## src/design/iirdf_pkg.sv

```systemverilog
// Package with shared types, codes and constants of the direct-form IIR filter.
`timescale 1ns / 1ps

package iirdf_pkg;

    // Default parameter values.
    localparam int ORDER_DEFAULT       = 8;
    localparam int SAMPLE_BITS_DEFAULT = 16;
    localparam int COEF_BITS_DEFAULT   = 24;

    // Fixed widths of the request fields and of the accumulator.
    localparam int FUNC_W = 2;
    localparam int IDX_W  = 4;
    localparam int ACC_W  = 64;

    // Step counter wide enough for the step index (up to 2*ORDER, 16 at the default order).
    localparam int STEP_W = 5;

    typedef enum logic [FUNC_W-1:0] {
        FUNC_FILTER  = 2'd0,
        FUNC_LOAD_B  = 2'd1,
        FUNC_LOAD_A  = 2'd2,
        FUNC_LOAD_IC = 2'd3
    } func_t;

    typedef enum logic [1:0] {
        ST_IDLE   = 2'd0,
        ST_MAC    = 2'd1,
        ST_DRAIN  = 2'd2,
        ST_FINISH = 2'd3
    } state_t;

    // Commands from the controller to the datapath.
    typedef struct packed {
        logic              start;   // sample request taken: latch, clear histories on block start, seed accumulator
        logic              load;    // load request taken: write a register
        logic              mul;     // issue one product for the current step
        logic [STEP_W-1:0] step;    // product index
        logic              commit;  // write result and shift histories
    } cmd_t;

    // Status from the datapath to the controller.
    typedef struct packed {
        logic out_free;  // output register can take a new result this cycle
    } status_t;

endpackage

```

## src/design/iirdf_ctrl.sv

```systemverilog
// Controller state machine that sequences the shared multiply-accumulate.
`timescale 1ns / 1ps

module iirdf_ctrl
    import iirdf_pkg::*;
#(
    parameter int ORDER = ORDER_DEFAULT
)
(
    input  logic                clk,
    input  logic                rst_n,
    input  logic                in_valid,
    output logic                in_ready,
    input  logic [FUNC_W-1:0]   func,
    input  status_t             status,
    output cmd_t                cmd
);

    localparam logic [STEP_W-1:0] LAST_STEP = STEP_W'(2 * ORDER);

    state_t            state_reg, state_next;
    logic [STEP_W-1:0] step_reg, step_next;

    always_ff @(posedge clk or negedge rst_n)
    begin
        if (!rst_n)
        begin
            state_reg <= ST_IDLE;
            step_reg  <= '0;
        end
        else
        begin
            state_reg <= state_next;
            step_reg  <= step_next;
        end
    end

    always_comb
    begin
        state_next = state_reg;
        step_next  = step_reg;
        in_ready   = 1'b0;
        cmd        = '0;
        cmd.step   = step_reg;
        case (state_reg)
            ST_IDLE:
            begin
                in_ready = 1'b1;
                if (in_valid)
                begin
                    if (func == FUNC_FILTER)
                    begin
                        cmd.start  = 1'b1;
                        step_next  = '0;
                        state_next = ST_MAC;
                    end
                    else
                    begin
                        cmd.load = 1'b1;
                    end
                end
            end
            ST_MAC:
            begin
                cmd.mul = 1'b1;
                if (step_reg == LAST_STEP)
                begin
                    state_next = ST_DRAIN;
                end
                else
                begin
                    step_next = step_reg + 1'b1;
                end
            end
            ST_DRAIN:
            begin
                state_next = ST_FINISH;
            end
            ST_FINISH:
            begin
                if (status.out_free)
                begin
                    cmd.commit = 1'b1;
                    state_next = ST_IDLE;
                end
            end
            default:
            begin
                state_next = ST_IDLE;
            end
        endcase
    end

endmodule

```

## src/design/iirdf_dp.sv

```systemverilog
// Datapath: coefficient and history registers, shared multiplier, accumulator, output register.
`timescale 1ns / 1ps

module iirdf_dp
    import iirdf_pkg::*;
#(
    parameter int ORDER       = ORDER_DEFAULT,
    parameter int SAMPLE_BITS = SAMPLE_BITS_DEFAULT,
    parameter int COEF_BITS   = COEF_BITS_DEFAULT
)
(
    input  logic                          clk,
    input  logic                          rst_n,
    input  cmd_t                          cmd,
    output status_t                       status,
    input  logic [FUNC_W-1:0]             func,
    input  logic [IDX_W-1:0]              index,
    input  logic signed [SAMPLE_BITS-1:0] sample_in,
    input  logic signed [COEF_BITS-1:0]   coefficient,
    input  logic                          block_start,
    output logic                          out_valid,
    input  logic                          out_ready,
    output logic signed [SAMPLE_BITS-1:0] sample_out,
    output logic                          saturated
);

    localparam int FRAC   = COEF_BITS - 4;
    localparam int PROD_W = SAMPLE_BITS + COEF_BITS;
    localparam int BC_W   = $clog2(ORDER + 1);
    localparam int IC_IW  = (ORDER > 1) ? $clog2(ORDER) : 1;
    localparam int HI_W   = ACC_W - FRAC - SAMPLE_BITS + 1;

    logic signed [COEF_BITS-1:0]   b_reg [0:ORDER];
    logic signed [COEF_BITS-1:0]   a_reg [0:ORDER-1];
    logic signed [SAMPLE_BITS-1:0] ic_reg [0:ORDER-1];
    logic signed [SAMPLE_BITS-1:0] xh_reg [0:ORDER-1];
    logic signed [SAMPLE_BITS-1:0] yh_reg [0:ORDER-1];
    logic [BC_W-1:0]               bc_reg;
    logic signed [SAMPLE_BITS-1:0] x_reg;
    logic signed [PROD_W-1:0]      prod_reg;
    logic                          sub_reg;
    logic                          prod_valid_reg;
    logic [ACC_W-1:0]              acc_reg;
    logic                          out_valid_reg;
    logic signed [SAMPLE_BITS-1:0] out_data_reg;
    logic                          sat_reg;

    logic [BC_W-1:0]               bc_eff;
    logic                          ic_active;
    logic signed [SAMPLE_BITS-1:0] ic_val;
    logic [ACC_W-1:0]              acc_init;
    logic signed [COEF_BITS-1:0]   coef_sel;
    logic signed [SAMPLE_BITS-1:0] samp_sel;
    logic                          sub_sel;
    logic signed [PROD_W-1:0]      prod_next;
    logic [ACC_W-1:0]              prod_ext;
    logic [HI_W-1:0]               acc_hi;
    logic                          ovf;
    logic signed [SAMPLE_BITS-1:0] y_val;

    // Block count after an optional block start, and the seed of the accumulator:
    // initial condition in the integer part plus half a sample step for rounding.
    always_comb
    begin
        bc_eff    = block_start ? '0 : bc_reg;
        ic_active = (bc_eff < BC_W'(ORDER));
        ic_val    = ic_active ? ic_reg[bc_eff[IC_IW-1:0]] : '0;
        acc_init  = {{(ACC_W - FRAC - SAMPLE_BITS){ic_val[SAMPLE_BITS-1]}}, ic_val,
                     1'b1, {(FRAC - 1){1'b0}}};
    end

    // Operand selection for the current step: b taps first, then a taps.
    always_comb
    begin
        coef_sel = '0;
        samp_sel = '0;
        sub_sel  = 1'b0;
        for (int i = 0; i <= ORDER; i++)
        begin
            if (cmd.step == STEP_W'(i))
            begin
                coef_sel = b_reg[i];
                samp_sel = (i == 0) ? x_reg : xh_reg[(i == 0) ? 0 : i - 1];
            end
        end
        for (int i = 0; i < ORDER; i++)
        begin
            if (cmd.step == STEP_W'(ORDER + 1 + i))
            begin
                coef_sel = a_reg[i];
                samp_sel = yh_reg[i];
                sub_sel  = 1'b1;
            end
        end
        prod_next = coef_sel * samp_sel;
    end

    assign prod_ext = {{(ACC_W - PROD_W){prod_reg[PROD_W-1]}}, prod_reg};

    // Round has been folded into the seed; only the saturation check remains.
    always_comb
    begin
        acc_hi = acc_reg[ACC_W-1:FRAC+SAMPLE_BITS-1];
        ovf    = !((&acc_hi) || !(|acc_hi));
        if (!ovf)
        begin
            y_val = acc_reg[FRAC+SAMPLE_BITS-1:FRAC];
        end
        else if (acc_reg[ACC_W-1])
        begin
            y_val = {1'b1, {(SAMPLE_BITS - 1){1'b0}}};
        end
        else
        begin
            y_val = {1'b0, {(SAMPLE_BITS - 1){1'b1}}};
        end
    end

    always_ff @(posedge clk or negedge rst_n)
    begin
        if (!rst_n)
        begin
            for (int i = 0; i <= ORDER; i++)
            begin
                b_reg[i] <= '0;
            end
            for (int i = 0; i < ORDER; i++)
            begin
                a_reg[i]  <= '0;
                ic_reg[i] <= '0;
                xh_reg[i] <= '0;
                yh_reg[i] <= '0;
            end
            bc_reg         <= '0;
            prod_valid_reg <= 1'b0;
            out_valid_reg  <= 1'b0;
        end
        else
        begin
            prod_valid_reg <= cmd.mul;
            if (cmd.load)
            begin
                case (func)
                    FUNC_LOAD_B:
                    begin
                        for (int i = 0; i <= ORDER; i++)
                        begin
                            if (index == IDX_W'(i))
                            begin
                                b_reg[i] <= coefficient;
                            end
                        end
                    end
                    FUNC_LOAD_A:
                    begin
                        for (int i = 0; i < ORDER; i++)
                        begin
                            if (index == IDX_W'(i + 1))
                            begin
                                a_reg[i] <= coefficient;
                            end
                        end
                    end
                    FUNC_LOAD_IC:
                    begin
                        for (int i = 0; i < ORDER; i++)
                        begin
                            if (index == IDX_W'(i))
                            begin
                                ic_reg[i] <= sample_in;
                            end
                        end
                    end
                    default:
                    begin
                    end
                endcase
            end
            if (cmd.start)
            begin
                bc_reg <= ic_active ? bc_eff + 1'b1 : bc_eff;
                if (block_start)
                begin
                    for (int i = 0; i < ORDER; i++)
                    begin
                        xh_reg[i] <= '0;
                        yh_reg[i] <= '0;
                    end
                end
            end
            if (cmd.commit)
            begin
                xh_reg[0] <= x_reg;
                yh_reg[0] <= y_val;
                for (int i = 1; i < ORDER; i++)
                begin
                    xh_reg[i] <= xh_reg[i-1];
                    yh_reg[i] <= yh_reg[i-1];
                end
                out_valid_reg <= 1'b1;
            end
            else if (out_ready)
            begin
                out_valid_reg <= 1'b0;
            end
        end
    end

    always_ff @(posedge clk)
    begin
        if (cmd.start)
        begin
            x_reg   <= sample_in;
            acc_reg <= acc_init;
        end
        else if (prod_valid_reg)
        begin
            acc_reg <= sub_reg ? acc_reg - prod_ext : acc_reg + prod_ext;
        end
        if (cmd.mul)
        begin
            prod_reg <= prod_next;
            sub_reg  <= sub_sel;
        end
        if (cmd.commit)
        begin
            out_data_reg <= y_val;
            sat_reg      <= ovf;
        end
    end

    assign status.out_free = !out_valid_reg || out_ready;
    assign out_valid       = out_valid_reg;
    assign sample_out      = out_data_reg;
    assign saturated       = sat_reg;

endmodule

```

## src/design/iir_direct_form_filter_top.sv

```systemverilog
// Top level of the direct-form IIR filter: controller and datapath.
`timescale 1ns / 1ps

// Channel  Handshake              Carries
// input    in_valid / in_ready    func, index, sample_in, coefficient, block_start
// output   out_valid / out_ready  sample_out, saturated
//
// A load request (func 1 to 3) writes its register, leaves the input ready in the next cycle and gives no result.
// A sample request keeps the input busy from acceptance until its result is committed:
// one multiply-accumulate is issued per tap through the single shared multiplier,
// followed by a drain state and a commit state that waits for a free output.
// Reset clears all coefficients, initial conditions, histories and the block count.
// The result sits in an output register, so a new request can be taken while it waits;
// only the commit of the following sample stalls until the output is free.

module iir_direct_form_filter_top
    import iirdf_pkg::*;
#(
    parameter int ORDER       = ORDER_DEFAULT,
    parameter int SAMPLE_BITS = SAMPLE_BITS_DEFAULT,
    parameter int COEF_BITS   = COEF_BITS_DEFAULT
)
(
    input  logic                          clk,
    input  logic                          rst_n,
    input  logic                          in_valid,
    output logic                          in_ready,
    input  logic [FUNC_W-1:0]             func,
    input  logic [IDX_W-1:0]              index,
    input  logic signed [SAMPLE_BITS-1:0] sample_in,
    input  logic signed [COEF_BITS-1:0]   coefficient,
    input  logic                          block_start,
    output logic                          out_valid,
    input  logic                          out_ready,
    output logic signed [SAMPLE_BITS-1:0] sample_out,
    output logic                          saturated
);

    // Commands and status between the sequencer and the arithmetic.
    cmd_t    cmd;
    status_t status;

    // The controller walks through the b taps and then the a taps, one per cycle.
    iirdf_ctrl #(
        .ORDER (ORDER)
    ) u_ctrl (
        .clk      (clk),
        .rst_n    (rst_n),
        .in_valid (in_valid),
        .in_ready (in_ready),
        .func     (func),
        .status   (status),
        .cmd      (cmd)
    );

    // The datapath holds the filter state and produces the rounded, saturated result.
    iirdf_dp #(
        .ORDER       (ORDER),
        .SAMPLE_BITS (SAMPLE_BITS),
        .COEF_BITS   (COEF_BITS)
    ) u_dp (
        .clk         (clk),
        .rst_n       (rst_n),
        .cmd         (cmd),
        .status      (status),
        .func        (func),
        .index       (index),
        .sample_in   (sample_in),
        .coefficient (coefficient),
        .block_start (block_start),
        .out_valid   (out_valid),
        .out_ready   (out_ready),
        .sample_out  (sample_out),
        .saturated   (saturated)
    );

endmodule

```

## config.mk

```make
export PLATFORM = sky130hd
export DESIGN_NAME = iir_direct_form_filter_top
export DESIGN_NICKNAME = d
export VERILOG_FILES = /design/src/design/iirdf_pkg.sv /design/src/design/iirdf_ctrl.sv /design/src/design/iirdf_dp.sv /design/src/design/iir_direct_form_filter_top.sv
export SDC_FILE = /design/constraint.sdc
export NUM_CORES = 2
export LEC_CHECK = 0
export BUFFER_PORTS_ARGS = -buffer_cell sky130_fd_sc_hd__buf_4
export CAP_MARGIN = 40
export CORE_MARGIN = 2
export CORE_UTILIZATION = 35
export DETAILED_ROUTE_END_ITERATION = 12
export GPL_TIMING_DRIVEN = 0
export HOLD_SLACK_MARGIN = 0.06
export PLACE_DENSITY_LB_ADDON = 0.2
export SYNTH_ARGS = -nofsm -noshare
export SYNTH_HDL_FRONTEND = slang
export SYNTH_SLANG_ARGS = --single-unit
```

## constraint.sdc

```tcl
create_clock -name clk -period 8.64 [get_ports clk]
set_input_delay 0.864 -clock clk [delete_from_list [all_inputs] [get_ports clk]]
set_output_delay 0.864 -clock clk [all_outputs]
set_load 0.03 [all_outputs]
```

Word level (Yosys, flattened, before mapping):

Cells that the tools add are included.
Widths: inputs -> output; s select.

* register bits after elaboration: 943
* bits in latches: 0
* memory bits (writable): 0
* memory bits (read-only): 0
* bits of input ports: 51
* output and inout bits: 19
* word-level logic and storage cells: 210
* memories: 0

* add/sub/neg operators: 4
* multiply operators: 1
* divide/modulo/power cells: 0
* order comparisons: 2
* eq/ne operators: 35
* shift operators: 0
* multiplexer cells: 69
* bitwise logic cells: 1
* reductions and logical operators: 45

Operator list (count)
* $mux 128: 4
* $mux 24: 17
* $mux 16: 22
* $mux 64: 3
* $reduce_and 3->1: 25
* $add 64x64->64: 1
* $sub 64x64->64: 1
* $bmux 16 s3: 1
* $eq 5x4->1 const B: 8
* $mul 24x16->40: 1
* $reduce_and 29->1: 1
* $reduce_or 29->1: 1
* $eq 5x3->1 const B: 4
* $eq 4x3->1 const B: 4
* $mux 5: 3
* $mux 2: 6
* $eq 5x2->1 const B: 2
* $pmux 5 s2: 1
* $reduce_bool 2->1: 5
* $mux 1: 9
* $eq 2x2->1 const B: 4
* $eq 4x2->1 const B: 2
* $mux 4: 2
* $pmux 2 s4: 1
* other kinds (20): 29

Depth between registers and ports, before layout:

* depth after elaboration: 19
* depth in mapped cells: 40
* mapped depth without buffers: 35

Hierarchy:

A second synthesis with hierarchy kept.

* cells, all modules: 5338
* area total of the unflattened synthesis: 58411.0 µm²

Modules (own cells, without submodules)
* iirdf_dp: times used 1, cells each 5284, area each 57861.7 µm², sequential area each 23912.9 µm²
* iirdf_ctrl: times used 1, cells each 54, area each 549.3 µm², sequential area each 175.2 µm²

Least setup slack after synthesis:

OpenSTA, ideal clock, no wires.

* path type: flip-flop to flip-flop
* start point: register u_ctrl.step_reg[1]
* end point: register u_dp.prod_reg[39] (data pin)
* setup time: 0.260 ns
* arrival time: 8.469 ns
* required time: 8.380 ns
* path slack: -0.089 ns
* cell stages (with the launch flop): 39
* buffers on the path: 4
* clock period less this slack: 8.729 ns
* path through: dfrtp_1 > inv_1 > ha_1 > clkbuf_1 > nor2b_1 > buf_2 > clkbuf_1 > a32oi_1 > a211o_1 > a31oi_1 > mux2i_1 > o21ai_0 > o211ai_1 > a41o_1 > a22oi_2 > buf_4 > nand2_1 > fa_1 > [3 not listed] > fa_1 > inv_1 > fa_1 > fa_1 > inv_1 > fa_1 > inv_1 > ha_1 > inv_1 > nor3_1 > o221a_2 > o311ai_0 > a2111oi_0 > nor3_1 > nor3_1 > a21o_1 > a21oi_1 > xnor2_1

* longest elaborated chain between the ends: 19
* elaborated cells on any way between the ends: 52
* those cells by class: 1 x mul; 16 x eq/ne; 34 x mux; 1 x reduce/logical

RTL lines
* from (decl): RTL line iirdf_ctrl.sv:22 `logic [STEP_W-1:0] step_reg, step_next;`
* from (signal assigned): RTL line iirdf_ctrl.sv:34 `step_reg <= step_next;`
* $logic_not 5->1: RTL line iirdf_dp.sv:80 `if (cmd.step == STEP_W'(i))`
* $mux 24 / $mux 16 (equally long branches) (9 in a row): RTL line iirdf_dp.sv:80
* $mux 24 / $mux 16 (equally long branches) (8 in a row): RTL line iirdf_dp.sv:88 `if (cmd.step == STEP_W'(ORDER + 1 + i))`
* $mul 24x16->40 *: RTL line iirdf_dp.sv:95 `prod_next = coef_sel * samp_sel;`
* named net u_dp.prod_next[39]: RTL line iirdf_dp.sv:55 `logic signed [PROD_W-1:0] prod_next;`
* to (signal assigned): RTL line iirdf_dp.sv:222 `prod_reg <= prod_next;`
* to (decl): RTL line iirdf_dp.sv:40 `logic signed [PROD_W-1:0] prod_reg;`

The timed path passes the listed nets; every way through them passes the cells marked *.
A chain may end at the register's enable or synchronous reset.

Final worst setup path:

* start point: register u_ctrl.step_reg[0]
* end point: register u_dp.prod_reg[39] (data pin)

The elaborated chain is that of the path after synthesis.

==> reports/metrics.yaml <==
global_routing:
  globalRoute.totalOverflow: 0
  grt_first_pass_wirelength_mm: 316
  grt_pass1_vias: 46700
  antenna_violations_before_repair: 6
  grt_start_max_net_pins: 110
  track_usage_pct: 24.4
placed_design:
  place.port_buffers: 68
  dp.final_hpwl_mm: 162
  dpl_cell_area_um2: 63700
  globalplace.congestion: 0.912
sta:
  max_clock_freq_ghz: 0.107
  fin_ws_ps: -678
  rsz0062_at_grt: "true"
  finalSetupViolCount: 17
  finalHoldViolations: 0
  layout_worst_path_cycle_share_pct: 108
  fin_skew_ps: 26.1
  layout_min_cycle_time_ps: 9320
  final-max-slew-violation-count: 0
  timing_worst_slew_pin_value_ps: 948
  whs_ps: 392
  fin_setup_tns_ps: -5870
  max_slew_headroom_pct: 36.3
route:
  drt_total_wl_mm: 214
  drt-wirelength-per-cell_um: 26.4
  route.detailed.vias_per_inst: 5.65
  num_vias: 46000
  detail_route.first_pass.iterations: 5
  drt-initial-drc-count: 4016
  route.detailed.drc: 0
  ant_nets: 0
die:
  initial_util_pct: 35.2
  fp.dieW_um: 417
  boundaryPins: 70
  die_height_um: 417
  rows: 151
  design.die.area_um2: 174000
  core_um2: 169000
setup_path:
  cpMaxStageDelayCell: "sky130_fd_sc_hd__fa_1"
  slack_of_the_worst_reg_to_reg_path_ps: -680
  ff2ff_path_depth: 35
  cp.required_ps: 9100
  crit_fanout: 8
  worstReg2RegStart: "u_ctrl.step_reg[0]$_DFFE_PN0P_"
  critical_path.endpoint_type: "flop"
  cpPeakStageDelay_ps: 620
  worstSetupStartpointType: "flop"
  cp.depth: 35
  critical_path.most_common_cell: "sky130_fd_sc_hd__fa_1"
  criticalPathCategory: "flop to flop"
  critical_path.n_buffers_inverters: 9
  capture_point_of_the_worst_reg_to_reg_path: "u_dp.prod_reg[39]$_DFFE_PP_"
  critPathArrivalTime_ps: 9780
  crit_family: "adder cells"
synth:
  netlist_area_um2: 59600
  ys.flop_type: "sky130_fd_sc_hd__dfrtp_1"
  compound_gate_fraction_of_synth_area_pct: 14.9
  ys_seq_area_share_pct: 40.4
  synth.avg_cell_area_um2: 10.9
  largest_family_of_logic_cells_by_synthesized_area: "adder cells"
  postSynthRegisterBits: 943
  post_synth_and_or_nand_nor_area_fraction_pct: 9.16
  synth_adder_area_share_pct: 16.2
  yosys.cell_types.count: 102
  synthesis.yosys.warnings: 0
  synth_mux_area_share_pct: 11.8
  yosys.area.top_type_share_pct: 33.8
  syn_nets: 6043
  syn_inst: 5445
  synth.top_cells.by_area: "sky130_fd_sc_hd__dfrtp_1, sky130_fd_sc_hd__fa_1, sky130_fd_sc_hd__mux2_2"
  synth_largest_area_cell: "sky130_fd_sc_hd__dfrtp_1"
  async_flop_share_pct: 85.4
  synth_edf_count: 118
  synth_xor_area_share_pct: 1.91
hold_path:
  worst_hold_path_type: "input pin to flop"
  worstHoldEndpoint: "u_dp.x_reg[8]$_DFFE_PP_"
  hold_path_depth: 1
  start_point_of_the_worst_hold_path: "sample_in[8]"
cts:
  cts.clk_slew.worst_paths_ps: 60
  tritoncts: "built"
  tritoncts.num_buffers: 102
  ctsRootBufferMaster: "sky130_fd_sc_hd__clkbuf_16"
  ctsLongestPathBuffers: 3
  clock_insertion_delay_worst_skew_ps: 730
  cts_h_tree_depth: 3
  cts_sinks: 943
finish:
  commonest_cells_after_routing_fill_and_taps_aside: "sky130_fd_sc_hd__dfrtp_1, sky130_fd_sc_hd__mux2_2, sky130_fd_sc_hd__inv_1"
  register_area_um2: 24100
  finalNetCount: 6431
  final_layout_size_suffix_gt1_share_pct: 25.2
  fillCellCount: 16200
  synthToLayoutAreaGrowth_pct: 19.4
  layout.cells.most_common: "sky130_fd_sc_hd__dfrtp_1"
  largest_register_ff_count: 216
  final_design_area_no_fill_um2: 71200
  multi_input_area_um2: 34000
status:
  failed_checks: "setup timing"
  run_status: "finished, violations left"
flow_run:
  maxCapViolCount: 0
## cell usage after synthesis, types with 18 or more instances
cell                       count
sky130_fd_sc_hd__nand2_1     411
sky130_fd_sc_hd__nand2b_1     25
sky130_fd_sc_hd__a211oi_1     52
sky130_fd_sc_hd__o221ai_1     33
sky130_fd_sc_hd__mux2i_1      51
sky130_fd_sc_hd__a22o_1      267
sky130_fd_sc_hd__and2_1       88
sky130_fd_sc_hd__a21o_1       76
sky130_fd_sc_hd__a21oi_1     231
sky130_fd_sc_hd__nand4_1      28
sky130_fd_sc_hd__ha_1        171
sky130_fd_sc_hd__o211ai_1     40
sky130_fd_sc_hd__or3_1        25
sky130_fd_sc_hd__buf_2        69
sky130_fd_sc_hd__o21ai_0     177
sky130_fd_sc_hd__and3_1       30
sky130_fd_sc_hd__mux4_2       22
sky130_fd_sc_hd__clkbuf_1    245
sky130_fd_sc_hd__a32oi_1      29
sky130_fd_sc_hd__a311oi_1     20
sky130_fd_sc_hd__nand3_1      62
sky130_fd_sc_hd__a22oi_1      21
sky130_fd_sc_hd__dfrtp_1     805
sky130_fd_sc_hd__nor2_1      289
sky130_fd_sc_hd__xnor2_1      96
sky130_fd_sc_hd__nor3_1       71
sky130_fd_sc_hd__o22ai_1      34
sky130_fd_sc_hd__nor4_1       18
sky130_fd_sc_hd__edfxtp_1    118
sky130_fd_sc_hd__a221oi_1     62
sky130_fd_sc_hd__mux2_2      536
sky130_fd_sc_hd__inv_1       467
sky130_fd_sc_hd__xor2_1       34
sky130_fd_sc_hd__dfxtp_1      20
sky130_fd_sc_hd__nor2b_1      49
sky130_fd_sc_hd__buf_4        24
sky130_fd_sc_hd__fa_1        376
sky130_fd_sc_hd__a211o_1      22
sky130_fd_sc_hd__a31oi_1      32
## per-stage QoR
| stage | worst slack [ps] | std cells | utilization (%) |
|---|---|---|---|
| 2_1_floorplan | 1.72 | 5445 | - |
| 3_3_place_gp | -3750 | 7731 | 37.2 |
| 3_5_place_dp | -2890 | 7793 | 37.6 |
| 4_1_cts | -787 | 8049 | 40.9 |
| 5_1_grt | -857 | 8134 | 42.0 |
| 6_report | -678 | 8135 | 42.0 |
## per-layer routing
metal | up-vias | wire, um | global-route usage (%)
li1 | 20100 | - | -
met1 | 24000 | 95100 | 34.0
met2 | 1580 | 99500 | 39.2
met3 | 332 | 13500 | 4.01
met4 | 4 | 6320 | 6.55
met5 | - | 25 | 0
## worst max path at each step
stage	start	end	slack, ps
global route	u_ctrl.step_reg[0]$_DFFE_PN0P_	u_dp.prod_reg[39]$_DFFE_PP_	-860
detailed placement	u_ctrl.step_reg[0]$_DFFE_PN0P_	u_dp.prod_reg[39]$_DFFE_PP_	-2890
global placement	u_ctrl.step_reg[1]$_DFFE_PN0P_	u_dp.prod_reg[39]$_DFFE_PP_	-3750
CTS	u_ctrl.step_reg[0]$_DFFE_PN0P_	u_dp.prod_reg[38]$_DFFE_PP_	-790
finish	u_ctrl.step_reg[0]$_DFFE_PN0P_	u_dp.prod_reg[39]$_DFFE_PP_	-680
floorplan	u_ctrl.step_reg[0]$_DFFE_PN0P_	u_dp.prod_reg[39]$_DFFE_PP_	2
## cells by family (layout without fill, tap and decap cells)
logic type	Yosys count	after routing
AOI/OAI and AO/OA	1235	1235
xor gates and xnor gates	130	130
adders and majority gates	547	547
buffers and inverters	830	1300
DFF	943	943
muxes	609	609
other	0	1
and+or+nand+nor	1151	1152
## layout make-up
cell class | count | area share, %
Antenna cell | 1 | 0.00352
Sequential cell | 943 | 33.8
Tap cell | 2218 | 3.90
Inverter | 471 | 2.49
Multi-Input combinational cell | 3673 | 47.7
Clock buffer | 149 | 4.18
Clock inverter | 38 | 0.628
Buffer | 345 | 3.07
Timing Repair Buffer | 297 | 4.16
## what timing repair did
action	CTS	global route
cloned	2	6
buffers inserted	75	84
setup endpoints to repair	33	27
pin swaps	105	166
hold buffers	1	0
resized for setup	380	324
endpoints found under the hold margin	36	0
Power is not shown: default switching activity piles up to over one toggle a cycle in this logic, so the estimate is an artifact.
